`src/design/cafp_pkg.sv`:
```
// Shared types, codes and constants for the cell artwork file parser.
`default_nettype none

package cafp_pkg;

    typedef enum logic [4:0] {
        PH_SIG0      = 5'd0,
        PH_SIG1      = 5'd1,
        PH_SIG2      = 5'd2,
        PH_SIG3      = 5'd3,
        PH_SIG4      = 5'd4,
        PH_SIG5      = 5'd5,
        PH_REV_LO    = 5'd6,
        PH_REV_HI    = 5'd7,
        PH_NAME_LEN  = 5'd8,
        PH_NAME_CH   = 5'd9,
        PH_WIDTH     = 5'd10,
        PH_HEIGHT    = 5'd11,
        PH_CS_LEN    = 5'd12,
        PH_CS_CH     = 5'd13,
        PH_PAL_LEN   = 5'd14,
        PH_PAL_CH    = 5'd15,
        PH_LCOUNT    = 5'd16,
        PH_LNAME_LEN = 5'd17,
        PH_LNAME_CH  = 5'd18,
        PH_DEPTH     = 5'd19,
        PH_ALPHA     = 5'd20,
        PH_LFLAGS    = 5'd21,
        PH_GLYPH_LO  = 5'd22,
        PH_GLYPH_HI  = 5'd23,
        PH_FORE      = 5'd24,
        PH_BACK      = 5'd25,
        PH_CFLAGS    = 5'd26,
        PH_IDLE      = 5'd27
    } t_phase;

    localparam logic [2:0] REC_NAME_CHAR    = 3'd0;
    localparam logic [2:0] REC_HEADER       = 3'd1;
    localparam logic [2:0] REC_LAYER_HEADER = 3'd2;
    localparam logic [2:0] REC_CELL         = 3'd3;
    localparam logic [2:0] REC_BAD_SIG      = 3'd4;
    localparam logic [2:0] REC_BAD_REV      = 3'd5;

    localparam logic [1:0] SRC_ART     = 2'd0;
    localparam logic [1:0] SRC_CHARSET = 2'd1;
    localparam logic [1:0] SRC_PALETTE = 2'd2;
    localparam logic [1:0] SRC_LAYER   = 2'd3;

    localparam logic [31:0] REVISION      = 32'd4;
    localparam logic [7:0]  FLOAT_BYTES   = 8'd4;
    localparam logic [7:0]  LAYER_VISIBLE = 8'h01;
    localparam logic [7:0]  CELL_FLAGS    = 8'h0F;

    typedef struct packed {
        logic [2:0]  record_kind;
        logic [1:0]  name_source;
        logic [7:0]  name_char;
        logic [7:0]  layer_index;
        logic [15:0] cell_index;
        logic [15:0] glyph_value;
        logic [7:0]  fore_or_width;
        logic [7:0]  back_or_height;
        logic [3:0]  flag_bits;
        logic [31:0] depth_offset_bits;
        logic [31:0] alpha_bits;
        logic        end_of_file;
    } t_record;

    function automatic logic [7:0] f_sig_byte(input logic [2:0] idx);
        logic [7:0] v;
        case (idx)
            3'd0:    v = 8'h33;
            3'd1:    v = 8'h44;
            3'd2:    v = 8'h53;
            3'd3:    v = 8'h43;
            default: v = 8'h49;
        endcase
        return v;
    endfunction

endpackage

`default_nettype wire

```
`src/design/cafp_core.sv`:
```
// Parse state registers and the per-word phase and record logic.
`default_nettype none

module cafp_core
    import cafp_pkg::*;
(
    input  wire logic    i_clk,
    input  wire logic    i_rst_n,
    input  wire logic    i_accept,
    input  wire logic [7:0] i_data_byte,
    input  wire logic    i_frame_start,
    output logic         o_res_valid,
    output t_record      o_rec
);

    t_phase      r_phase, n_phase, e_phase;
    logic [7:0]  r_bytes_left, n_bytes_left, e_bytes_left;
    logic [7:0]  r_width, n_width, e_width;
    logic [7:0]  r_height, n_height, e_height;
    logic [7:0]  r_layers_total, n_layers_total, e_layers_total;
    logic [7:0]  r_layer, n_layer, e_layer;
    logic [15:0] r_cell, n_cell, e_cell;
    logic [15:0] r_cpl, n_cpl, e_cpl;
    logic [31:0] r_gather, n_gather, e_gather;
    logic [31:0] r_depth, n_depth, e_depth;
    logic [15:0] r_glyph, n_glyph, e_glyph;
    logic [7:0]  r_fore, n_fore, e_fore;
    logic [7:0]  r_back, n_back, e_back;

    logic [7:0]  w_b;
    logic [7:0]  w_left_dec;
    logic [7:0]  w_layer_inc;
    logic        w_last_layer;
    logic [15:0] w_cell_inc;
    logic [31:0] w_gather_shift;

    assign w_b = i_data_byte;

    always_comb begin
        if (i_frame_start) begin
            e_phase        = PH_SIG0;
            e_bytes_left   = '0;
            e_width        = '0;
            e_height       = '0;
            e_layers_total = '0;
            e_layer        = '0;
            e_cell         = '0;
            e_cpl          = '0;
            e_gather       = '0;
            e_depth        = '0;
            e_glyph        = '0;
            e_fore         = '0;
            e_back         = '0;
        end else begin
            e_phase        = r_phase;
            e_bytes_left   = r_bytes_left;
            e_width        = r_width;
            e_height       = r_height;
            e_layers_total = r_layers_total;
            e_layer        = r_layer;
            e_cell         = r_cell;
            e_cpl          = r_cpl;
            e_gather       = r_gather;
            e_depth        = r_depth;
            e_glyph        = r_glyph;
            e_fore         = r_fore;
            e_back         = r_back;
        end
    end

    assign w_left_dec     = e_bytes_left - 8'd1;
    assign w_layer_inc    = e_layer + 8'd1;
    assign w_last_layer   = (w_layer_inc == e_layers_total);
    assign w_cell_inc     = e_cell + 16'd1;
    assign w_gather_shift = {w_b, e_gather[31:8]};

    // next state
    always_comb begin
        n_phase        = e_phase;
        n_bytes_left   = e_bytes_left;
        n_width        = e_width;
        n_height       = e_height;
        n_layers_total = e_layers_total;
        n_layer        = e_layer;
        n_cell         = e_cell;
        n_cpl          = e_cpl;
        n_gather       = e_gather;
        n_depth        = e_depth;
        n_glyph        = e_glyph;
        n_fore         = e_fore;
        n_back         = e_back;
        case (e_phase)
            PH_SIG0, PH_SIG1, PH_SIG2, PH_SIG3, PH_SIG4, PH_SIG5: begin
                if (w_b != f_sig_byte(e_phase[2:0])) begin
                    n_phase = PH_IDLE;
                end else begin
                    n_phase = t_phase'(e_phase + 5'd1);
                end
            end
            PH_REV_LO: begin
                n_gather = {24'd0, w_b};
                n_phase  = PH_REV_HI;
            end
            PH_REV_HI: begin
                if ((e_gather | {16'd0, w_b, 8'd0}) != REVISION) begin
                    n_phase = PH_IDLE;
                end else begin
                    n_phase = PH_NAME_LEN;
                end
            end
            PH_NAME_LEN: begin
                n_bytes_left = (w_b == 8'd0) ? e_bytes_left : w_b;
                n_phase      = (w_b == 8'd0) ? PH_WIDTH : PH_NAME_CH;
            end
            PH_NAME_CH: begin
                n_bytes_left = w_left_dec;
                if (w_left_dec == 8'd0) n_phase = PH_WIDTH;
            end
            PH_WIDTH: begin
                n_width = w_b;
                n_phase = PH_HEIGHT;
            end
            PH_HEIGHT: begin
                n_height = w_b;
                n_cpl    = {8'd0, e_width} * {8'd0, w_b};
                n_phase  = PH_CS_LEN;
            end
            PH_CS_LEN: begin
                n_bytes_left = (w_b == 8'd0) ? e_bytes_left : w_b;
                n_phase      = (w_b == 8'd0) ? PH_PAL_LEN : PH_CS_CH;
            end
            PH_CS_CH: begin
                n_bytes_left = w_left_dec;
                if (w_left_dec == 8'd0) n_phase = PH_PAL_LEN;
            end
            PH_PAL_LEN: begin
                n_bytes_left = (w_b == 8'd0) ? e_bytes_left : w_b;
                n_phase      = (w_b == 8'd0) ? PH_LCOUNT : PH_PAL_CH;
            end
            PH_PAL_CH: begin
                n_bytes_left = w_left_dec;
                if (w_left_dec == 8'd0) n_phase = PH_LCOUNT;
            end
            PH_LCOUNT: begin
                n_layers_total = w_b;
                n_layer        = '0;
                n_cell         = '0;
                n_phase        = (w_b == 8'd0) ? PH_IDLE : PH_LNAME_LEN;
            end
            PH_LNAME_LEN: begin
                if (w_b == 8'd0) begin
                    n_bytes_left = FLOAT_BYTES;
                    n_phase      = PH_DEPTH;
                end else begin
                    n_bytes_left = w_b;
                    n_phase      = PH_LNAME_CH;
                end
            end
            PH_LNAME_CH: begin
                if (w_left_dec == 8'd0) begin
                    n_bytes_left = FLOAT_BYTES;
                    n_phase      = PH_DEPTH;
                end else begin
                    n_bytes_left = w_left_dec;
                end
            end
            PH_DEPTH: begin
                n_gather     = w_gather_shift;
                n_bytes_left = w_left_dec;
                if (w_left_dec == 8'd0) begin
                    n_depth      = w_gather_shift;
                    n_bytes_left = FLOAT_BYTES;
                    n_phase      = PH_ALPHA;
                end
            end
            PH_ALPHA: begin
                n_gather     = w_gather_shift;
                n_bytes_left = w_left_dec;
                if (w_left_dec == 8'd0) n_phase = PH_LFLAGS;
            end
            PH_LFLAGS: begin
                n_cell = '0;
                if (e_cpl == 16'd0) begin
                    n_layer = w_layer_inc;
                    n_phase = w_last_layer ? PH_IDLE : PH_LNAME_LEN;
                end else begin
                    n_phase = PH_GLYPH_LO;
                end
            end
            PH_GLYPH_LO: begin
                n_glyph = {8'd0, w_b};
                n_phase = PH_GLYPH_HI;
            end
            PH_GLYPH_HI: begin
                n_glyph = {w_b, e_glyph[7:0]} | e_glyph;
                n_phase = PH_FORE;
            end
            PH_FORE: begin
                n_fore  = w_b;
                n_phase = PH_BACK;
            end
            PH_BACK: begin
                n_back  = w_b;
                n_phase = PH_CFLAGS;
            end
            PH_CFLAGS: begin
                if (w_cell_inc == e_cpl) begin
                    n_cell  = '0;
                    n_layer = w_layer_inc;
                    n_phase = w_last_layer ? PH_IDLE : PH_LNAME_LEN;
                end else begin
                    n_cell  = w_cell_inc;
                    n_phase = PH_GLYPH_LO;
                end
            end
            default: begin
                n_phase = PH_IDLE;
            end
        endcase
    end

    // record
    always_comb begin
        o_res_valid = 1'b0;
        o_rec       = '0;
        case (e_phase)
            PH_SIG0, PH_SIG1, PH_SIG2, PH_SIG3, PH_SIG4, PH_SIG5: begin
                if (w_b != f_sig_byte(e_phase[2:0])) begin
                    o_res_valid       = 1'b1;
                    o_rec.record_kind = REC_BAD_SIG;
                end
            end
            PH_REV_HI: begin
                if ((e_gather | {16'd0, w_b, 8'd0}) != REVISION) begin
                    o_res_valid       = 1'b1;
                    o_rec.record_kind = REC_BAD_REV;
                end
            end
            PH_NAME_CH, PH_CS_CH, PH_PAL_CH, PH_LNAME_CH: begin
                o_res_valid       = 1'b1;
                o_rec.record_kind = REC_NAME_CHAR;
                o_rec.name_char   = w_b;
                case (e_phase)
                    PH_NAME_CH: o_rec.name_source = SRC_ART;
                    PH_CS_CH:   o_rec.name_source = SRC_CHARSET;
                    PH_PAL_CH:  o_rec.name_source = SRC_PALETTE;
                    default: begin
                        o_rec.name_source = SRC_LAYER;
                        o_rec.layer_index = e_layer;
                    end
                endcase
            end
            PH_LCOUNT: begin
                o_res_valid          = 1'b1;
                o_rec.record_kind    = REC_HEADER;
                o_rec.layer_index    = w_b;
                o_rec.fore_or_width  = e_width;
                o_rec.back_or_height = e_height;
                o_rec.end_of_file    = (w_b == 8'd0);
            end
            PH_LFLAGS: begin
                o_res_valid             = 1'b1;
                o_rec.record_kind       = REC_LAYER_HEADER;
                o_rec.layer_index       = e_layer;
                o_rec.flag_bits         = 4'(w_b & LAYER_VISIBLE);
                o_rec.depth_offset_bits = e_depth;
                o_rec.alpha_bits        = e_gather;
                o_rec.end_of_file       = (e_cpl == 16'd0) && w_last_layer;
            end
            PH_CFLAGS: begin
                o_res_valid          = 1'b1;
                o_rec.record_kind    = REC_CELL;
                o_rec.layer_index    = e_layer;
                o_rec.cell_index     = e_cell;
                o_rec.glyph_value    = e_glyph;
                o_rec.fore_or_width  = e_fore;
                o_rec.back_or_height = e_back;
                o_rec.flag_bits      = 4'(w_b & CELL_FLAGS);
                o_rec.end_of_file    = (w_cell_inc == e_cpl) && w_last_layer;
            end
            default: begin
                o_res_valid = 1'b0;
            end
        endcase
    end

    always_ff @(posedge i_clk) begin
        if (!i_rst_n) begin
            r_phase        <= PH_SIG0;
            r_bytes_left   <= '0;
            r_width        <= '0;
            r_height       <= '0;
            r_layers_total <= '0;
            r_layer        <= '0;
            r_cell         <= '0;
            r_cpl          <= '0;
            r_gather       <= '0;
            r_depth        <= '0;
            r_glyph        <= '0;
            r_fore         <= '0;
            r_back         <= '0;
        end else if (i_accept) begin
            r_phase        <= n_phase;
            r_bytes_left   <= n_bytes_left;
            r_width        <= n_width;
            r_height       <= n_height;
            r_layers_total <= n_layers_total;
            r_layer        <= n_layer;
            r_cell         <= n_cell;
            r_cpl          <= n_cpl;
            r_gather       <= n_gather;
            r_depth        <= n_depth;
            r_glyph        <= n_glyph;
            r_fore         <= n_fore;
            r_back         <= n_back;
        end
    end

endmodule

`default_nettype wire

```
`src/design/cafp_out_buf.sv`:
```
// Result register with one skid entry between the parser and the output channel.
`default_nettype none

module cafp_out_buf
    import cafp_pkg::*;
(
    input  wire logic    i_clk,
    input  wire logic    i_rst_n,
    input  wire logic    i_push,
    input  wire t_record i_rec,
    output logic         o_can_push,
    output logic         o_valid,
    input  wire logic    i_ready,
    output t_record      o_rec
);

    logic    r_out_valid, r_skid_valid;
    t_record r_out, r_skid;
    logic    w_pop;

    assign w_pop      = r_out_valid && i_ready;
    assign o_can_push = !r_skid_valid;
    assign o_valid    = r_out_valid;
    assign o_rec      = r_out;

    always_ff @(posedge i_clk) begin
        if (!i_rst_n) begin
            r_out_valid  <= 1'b0;
            r_skid_valid <= 1'b0;
        end else begin
            if (i_push) begin
                if (!r_out_valid || w_pop) begin
                    r_out_valid <= 1'b1;
                end else begin
                    r_skid_valid <= 1'b1;
                end
            end else if (w_pop) begin
                r_out_valid  <= r_skid_valid;
                r_skid_valid <= 1'b0;
            end
        end
    end

    always_ff @(posedge i_clk) begin
        if (i_push) begin
            if (!r_out_valid || w_pop) begin
                r_out <= i_rec;
            end else begin
                r_skid <= i_rec;
            end
        end else if (w_pop && r_skid_valid) begin
            r_out <= r_skid;
        end
    end

endmodule

`default_nettype wire

```
`src/design/cell_art_file_parser.sv`:
```
// Top level of the byte-serial cell artwork file parser.
//
//  channel  direction  handshake                  payload
//  input    in         i_in_valid / o_in_ready    i_data_byte, i_frame_start
//  output   out        o_out_valid / i_out_ready  o_record_kind .. o_end_of_file
//
// One word per cycle while not stalled: each byte updates the parse phase and
// yields at most one record, held in a register. A result register plus one
// skid entry keeps input flowing while a record waits; input stalls only when
// both hold. Synchronous active-low reset expects the first signature byte; a
// word with i_frame_start restarts the parse from that word.
`default_nettype none

module cell_art_file_parser
    import cafp_pkg::*;
(
    input  wire logic        i_clk,
    input  wire logic        i_rst_n,
    input  wire logic        i_in_valid,
    output logic             o_in_ready,
    input  wire logic [7:0]  i_data_byte,
    input  wire logic        i_frame_start,
    output logic             o_out_valid,
    input  wire logic        i_out_ready,
    output logic [2:0]       o_record_kind,
    output logic [1:0]       o_name_source,
    output logic [7:0]       o_name_char,
    output logic [7:0]       o_layer_index,
    output logic [15:0]      o_cell_index,
    output logic [15:0]      o_glyph_value,
    output logic [7:0]       o_fore_or_width,
    output logic [7:0]       o_back_or_height,
    output logic [3:0]       o_flag_bits,
    output logic [31:0]      o_depth_offset_bits,
    output logic [31:0]      o_alpha_bits,
    output logic             o_end_of_file
);

    logic    w_accept;
    logic    w_res_valid;
    t_record w_rec;
    t_record w_out_rec;

    assign w_accept = i_in_valid && o_in_ready;

    cafp_core u_core (
        .i_clk         (i_clk),
        .i_rst_n       (i_rst_n),
        .i_accept      (w_accept),
        .i_data_byte   (i_data_byte),
        .i_frame_start (i_frame_start),
        .o_res_valid   (w_res_valid),
        .o_rec         (w_rec)
    );

    cafp_out_buf u_out_buf (
        .i_clk      (i_clk),
        .i_rst_n    (i_rst_n),
        .i_push     (w_accept && w_res_valid),
        .i_rec      (w_rec),
        .o_can_push (o_in_ready),
        .o_valid    (o_out_valid),
        .i_ready    (i_out_ready),
        .o_rec      (w_out_rec)
    );

    assign o_record_kind       = w_out_rec.record_kind;
    assign o_name_source       = w_out_rec.name_source;
    assign o_name_char         = w_out_rec.name_char;
    assign o_layer_index       = w_out_rec.layer_index;
    assign o_cell_index        = w_out_rec.cell_index;
    assign o_glyph_value       = w_out_rec.glyph_value;
    assign o_fore_or_width     = w_out_rec.fore_or_width;
    assign o_back_or_height    = w_out_rec.back_or_height;
    assign o_flag_bits         = w_out_rec.flag_bits;
    assign o_depth_offset_bits = w_out_rec.depth_offset_bits;
    assign o_alpha_bits        = w_out_rec.alpha_bits;
    assign o_end_of_file       = w_out_rec.end_of_file;

endmodule

`default_nettype wire
```
`config.mk`:
```
export PLATFORM = sky130hd
export DESIGN_NAME = cell_art_file_parser
export DESIGN_NICKNAME = d
export VERILOG_FILES = /design/src/design/cafp_pkg.sv /design/src/design/cafp_core.sv /design/src/design/cafp_out_buf.sv /design/src/design/cell_art_file_parser.sv
export SDC_FILE = /design/constraint.sdc
export NUM_CORES = 1
export LEC_CHECK = 0
export BUFFER_PORTS_ARGS = -buffer_cell sky130_fd_sc_hd__buf_4
export CORE_UTILIZATION = 40
export CTS_CLUSTER_SIZE = 28
export DETAILED_ROUTE_END_ITERATION = 8
export GPL_TIMING_DRIVEN = 0
export PLACE_DENSITY_LB_ADDON = 0.2
export SLEW_MARGIN = 20
export SYNTH_ARGS = -nofsm -noshare
export SYNTH_HDL_FRONTEND = slang
export SYNTH_SLANG_ARGS = --single-unit
```
`constraint.sdc`:
```
create_clock -name i_clk -period 15 [get_ports i_clk]
set_input_delay 3 -clock i_clk [delete_from_list [all_inputs] [get_ports i_clk]]
set_output_delay 3 -clock i_clk [all_outputs]
set_load 0.03 [all_outputs]
```
==> flow_summary.ini <==
[global_route]
tot_gr_track_use_pct = 23.9
globalRoute.totalOverflow = 0
global_route_wire_length_before_repair_um = 101000
number_of_antenna_violations_at_the_first_check_in_global_routing = 2
pin_count_of_the_biggest_net_entering_global_routing = 29
first_global_vias = 15900

[power_and_ir_drop]
power.leakage_uw = 0.0101
power_density_nw_per_um2 = 116
fin_total_pwr_uw = 3000
sw_frac_of_total_pct = 26.6
power.share.combinational_pct = 13.3
fraction_of_power_consumed_by_sequential_logic_pct = 46.5
net-switching-power_uw = 799
worst_ir_drop_vdd_v = 0.0000889
p_int_uw = 2200
clock_share_of_power_pct = 40.2

[routing]
via_total_after_detailed_routing = 16300
drtIter0Drc = 1661
drt_wl_total_um = 67000
wl_per_cell_um = 23.2
drtPass1Iterations = 6
drt-vias-per-instance = 5.67
detail-route-antenna-nets = 0
count_of_unresolved_drc_violations_after_routing = 0

[timing]
setup_violations = 0
finalHoldViolCount = 0
achievable-frequency_mhz = 96.5
rsz0062_at_grt = no
fin_crit_sh_pct = 69.1
layout_setup_ws_ps = 4630
layout_min_cycle_time_ps = 10370
fin_skew_ps = 19.1
timing_max_transition_violations_final = 0
setup-tns-final_ps = 0
worst_slew_pin_slew_ps = 1010
relative_slew_margins_pct = 32.8

[place]
gp_congestion = 0.942
post-place-cells = 2791
post-place-ws_ps = 4170
postPlaceCellArea_um2 = 24200
place.port_buffers = 148
dp.final_hpwl_um = 49300

[clocking]
clk_root_buffer_cell = clkbuf_16
reg_clk_slew_reported_paths_ps = 60
clock_sinks = 451
tritoncts = yes
cts_h_tree_depth = 2
insertion_delay_ps = 600
cts_max_path_buffers = 3
postCtsResizedCells = 0
post_cts.repair.setup_buffers = 0
post_cts_hold_buffer_count = 0
cts_buffers = 50

[floorplanning]
initial_core_util_pct = 40.6
floorplan.die.width_um = 236
die_h_um = 236
ios = 153
fp.coreArea_um2 = 54000
num_rows = 85
die-area_um2 = 55700

[yosys]
synth-seq-cells = 451
syn_area_um2 = 21900
yosys.area.top_type = edfxtp_1
share_of_synthesized_area_occupied_by_flip_flops_and_latches_pct = 53.8
post_synth_num_cell_types = 81
yosysWarnings = 0
postSynth.asyncResetShare_pct = 0
synth_fp_nets = 2026
synth.top_cell.area_share_pct = 37.8
postSynthCellCount = 1931
yosys_most_used_dff = edfxtp_1
post_synth_main_area_contributors = edfxtp_1 38%, dfxtp_1 16%, mux2_2 4.3%
synthesis.area_per_instance_um2 = 11.4
synth_edf_count = 276

[final_layout]
fraction_of_final_layout_cells_sized_beyond_drive_strength_1_pct = 17.2
antenna-diode-count = 0
post_route_standard_cell_area_excluding_fillers_um2 = 25900
area_grow_syn2layout_pct = 17.9
finalNetCount = 2242
layoutNonFillerInstCount = 2884

[critical_path]
timing.critical_path.from_type = primary input
critical_path.endpoint_type = flip-flop
arrival_ps = 10710
crit_fanout = 17
setup.worst_path.class = in -> reg
worst_ep_required_time_ps = 15350

[status]
status = finished, final reports clean

[run]
drv.max_cap_violation_count = 0

[hold_path]
min-delay-path-class = reg -> reg
-- cell usage after synthesis (5+ instances only) --
| cell type | count |
|---|---|
| a211oi_1 | 6 |
| a21o_1 | 5 |
| a21oi_1 | 54 |
| a22o_1 | 55 |
| a22oi_1 | 101 |
| a31oi_1 | 9 |
| a41oi_1 | 12 |
| and2_1 | 135 |
| and3_1 | 51 |
| and4_1 | 5 |
| buf_1 | 6 |
| buf_2 | 27 |
| buf_4 | 9 |
| clkbuf_1 | 96 |
| dfxtp_1 | 175 |
| edfxtp_1 | 276 |
| fa_1 | 36 |
| ha_1 | 46 |
| inv_1 | 65 |
| mux2_1 | 51 |
| mux2_2 | 84 |
| mux2i_1 | 11 |
| nand2_1 | 97 |
| nand2b_1 | 10 |
| nand3_1 | 46 |
| nand4_1 | 17 |
| nor2_1 | 167 |
| nor2b_1 | 34 |
| nor3_1 | 21 |
| nor4_1 | 15 |
| nor4b_1 | 5 |
| o211ai_1 | 7 |
| o21ai_0 | 38 |
| o21ai_1 | 5 |
| o22ai_1 | 11 |
| o2bb2ai_1 | 6 |
| or3_1 | 11 |
| or4_1 | 5 |
| or4b_1 | 5 |
| xnor2_1 | 31 |
| xor2_1 | 15 |
-- sequential cells by signal, indices dropped and copies added (netlist names), 5 cells and up --
| name | count |
|---|---|
| u_core.r_back | 8 |
| u_core.r_cpl | 16 |
| u_core.r_fore | 8 |
| u_core.r_layers_total | 8 |
| u_core.r_glyph | 16 |
| u_core.r_layer | 8 |
| u_core.r_height | 8 |
| u_core.r_gather | 32 |
| u_out_buf.o_rec | 138 |
| u_core.r_phase | 5 |
| u_core.r_width | 8 |
| u_core.r_cell | 16 |
| u_core.r_depth | 32 |
| u_core.r_bytes_left | 8 |
| u_out_buf.r_skid | 138 |
-- cell usage in the layout (no fill, tap or decap), types with 12 or more instances in the layout --
master     netlist  layout
and2_1         135     135
nand3_1         46      46
buf_4            9     157
nor4_1          15      15
a21oi_1         54      54
o21ai_0         38      37
a22oi_1        101     101
ha_1            46      46
dfxtp_1        175     175
a22o_1          55      55
xnor2_1         31      31
inv_1           65      65
nor3_1          21      20
nor2_1         167     167
buf_2           27      28
clkbuf_1        96     104
mux2_2          84      84
edfxtp_1       276     276
xor2_1          15      15
fa_1            36      36
nor2b_1         34      34
mux2_1          51      51
clkbuf_16        0      52
nand4_1         17      17
nand2_1         97      97
a41oi_1         12      12
and3_1          51      51
-- per-stage QoR --
| step | hold WS [ps] | utilization (%) |
|---|---|---|
| 6_report | 470 | 47.9 |
| 5_1_grt | 490 | 47.9 |
| 4_1_cts | 473 | 47.9 |
| 3_5_place_dp | 459 | 44.9 |
| 3_3_place_gp | 455 | 44.3 |
| 2_1_floorplan | 441 | - |
-- metal layers --
| metal | global-route usage, % | vias up | part of all wire [%] |
|---|---|---|---|
| met5 | 0 | - | 0 |
| met4 | 7.70 | 0 | 2.9 |
| met3 | 3.19 | 108 | 5.3 |
| met2 | 39.4 | 576 | 48 |
| met1 | 32.4 | 8151 | 44 |
| li1 | - | 7507 | - |
-- layout make-up --
cell class	instances	area [um2]
plain buffers	140	596
clock buffers	67	1430
clock inverters	26	189
fillers	4958	28200
inverters	69	259
multi-input cells	1271	9320
flip-flops and latches	451	11800
well taps	696	871
repair buffers	164	1410
-- power groups by stage --
stage	combinational, uW	clock [uW]	sequential [uW]
2_1_floorplan	148	0	1520
3_3_place_gp	376	0	1440
3_5_place_dp	398	0	1420
4_1_cts	400	1230	1400
5_1_grt	418	1280	1400
6_report	399	1200	1390
-- cells by family after synthesis --
logic type | count (synthesis) | share of synthesized area, %
AOI/OAI and AO/OA | 355 | 11.7
muxes | 146 | 7.44
and+or+nand+nor | 641 | 15.3
buffers and inverters | 209 | 3.90
xor gates and xnor gates | 47 | 1.94
DFF | 451 | 53.8
adders and majority gates | 82 | 5.91
-- final timing paths --
path	start	to	slack (ps)	cells after the start
max	i_frame_start	u_out_buf.r_skid[105]	4630	26
min	u_core.r_depth[11]	u_core.r_depth[11]	470	1
max reg2reg	u_core.r_phase[0]	u_out_buf.r_skid[105]	9270	20
min reg2reg	u_core.r_depth[11]	u_core.r_depth[11]	470	1
-- worst max-delay path, cell delays in order --
cell and delay (ps):
buf_4 160, buf_2 400, buf_4 340, buf_4 270, buf_2 320, buf_1 560
clkbuf_1 500, nor2b_1 190, ha_1 350, ha_1 240, nor3_1 240, a21oi_1 110
nor4_1 320, nand4_1 340, a21oi_2 410, inv_2 90, o31ai_4 830, buf_4 420
buf_2 320, nor3_4 160, buf_8 190, buf_8 170, buf_8 160, buf_8 160
buf_8 160, buf_8 170
(Power assumes the default switching activity.)
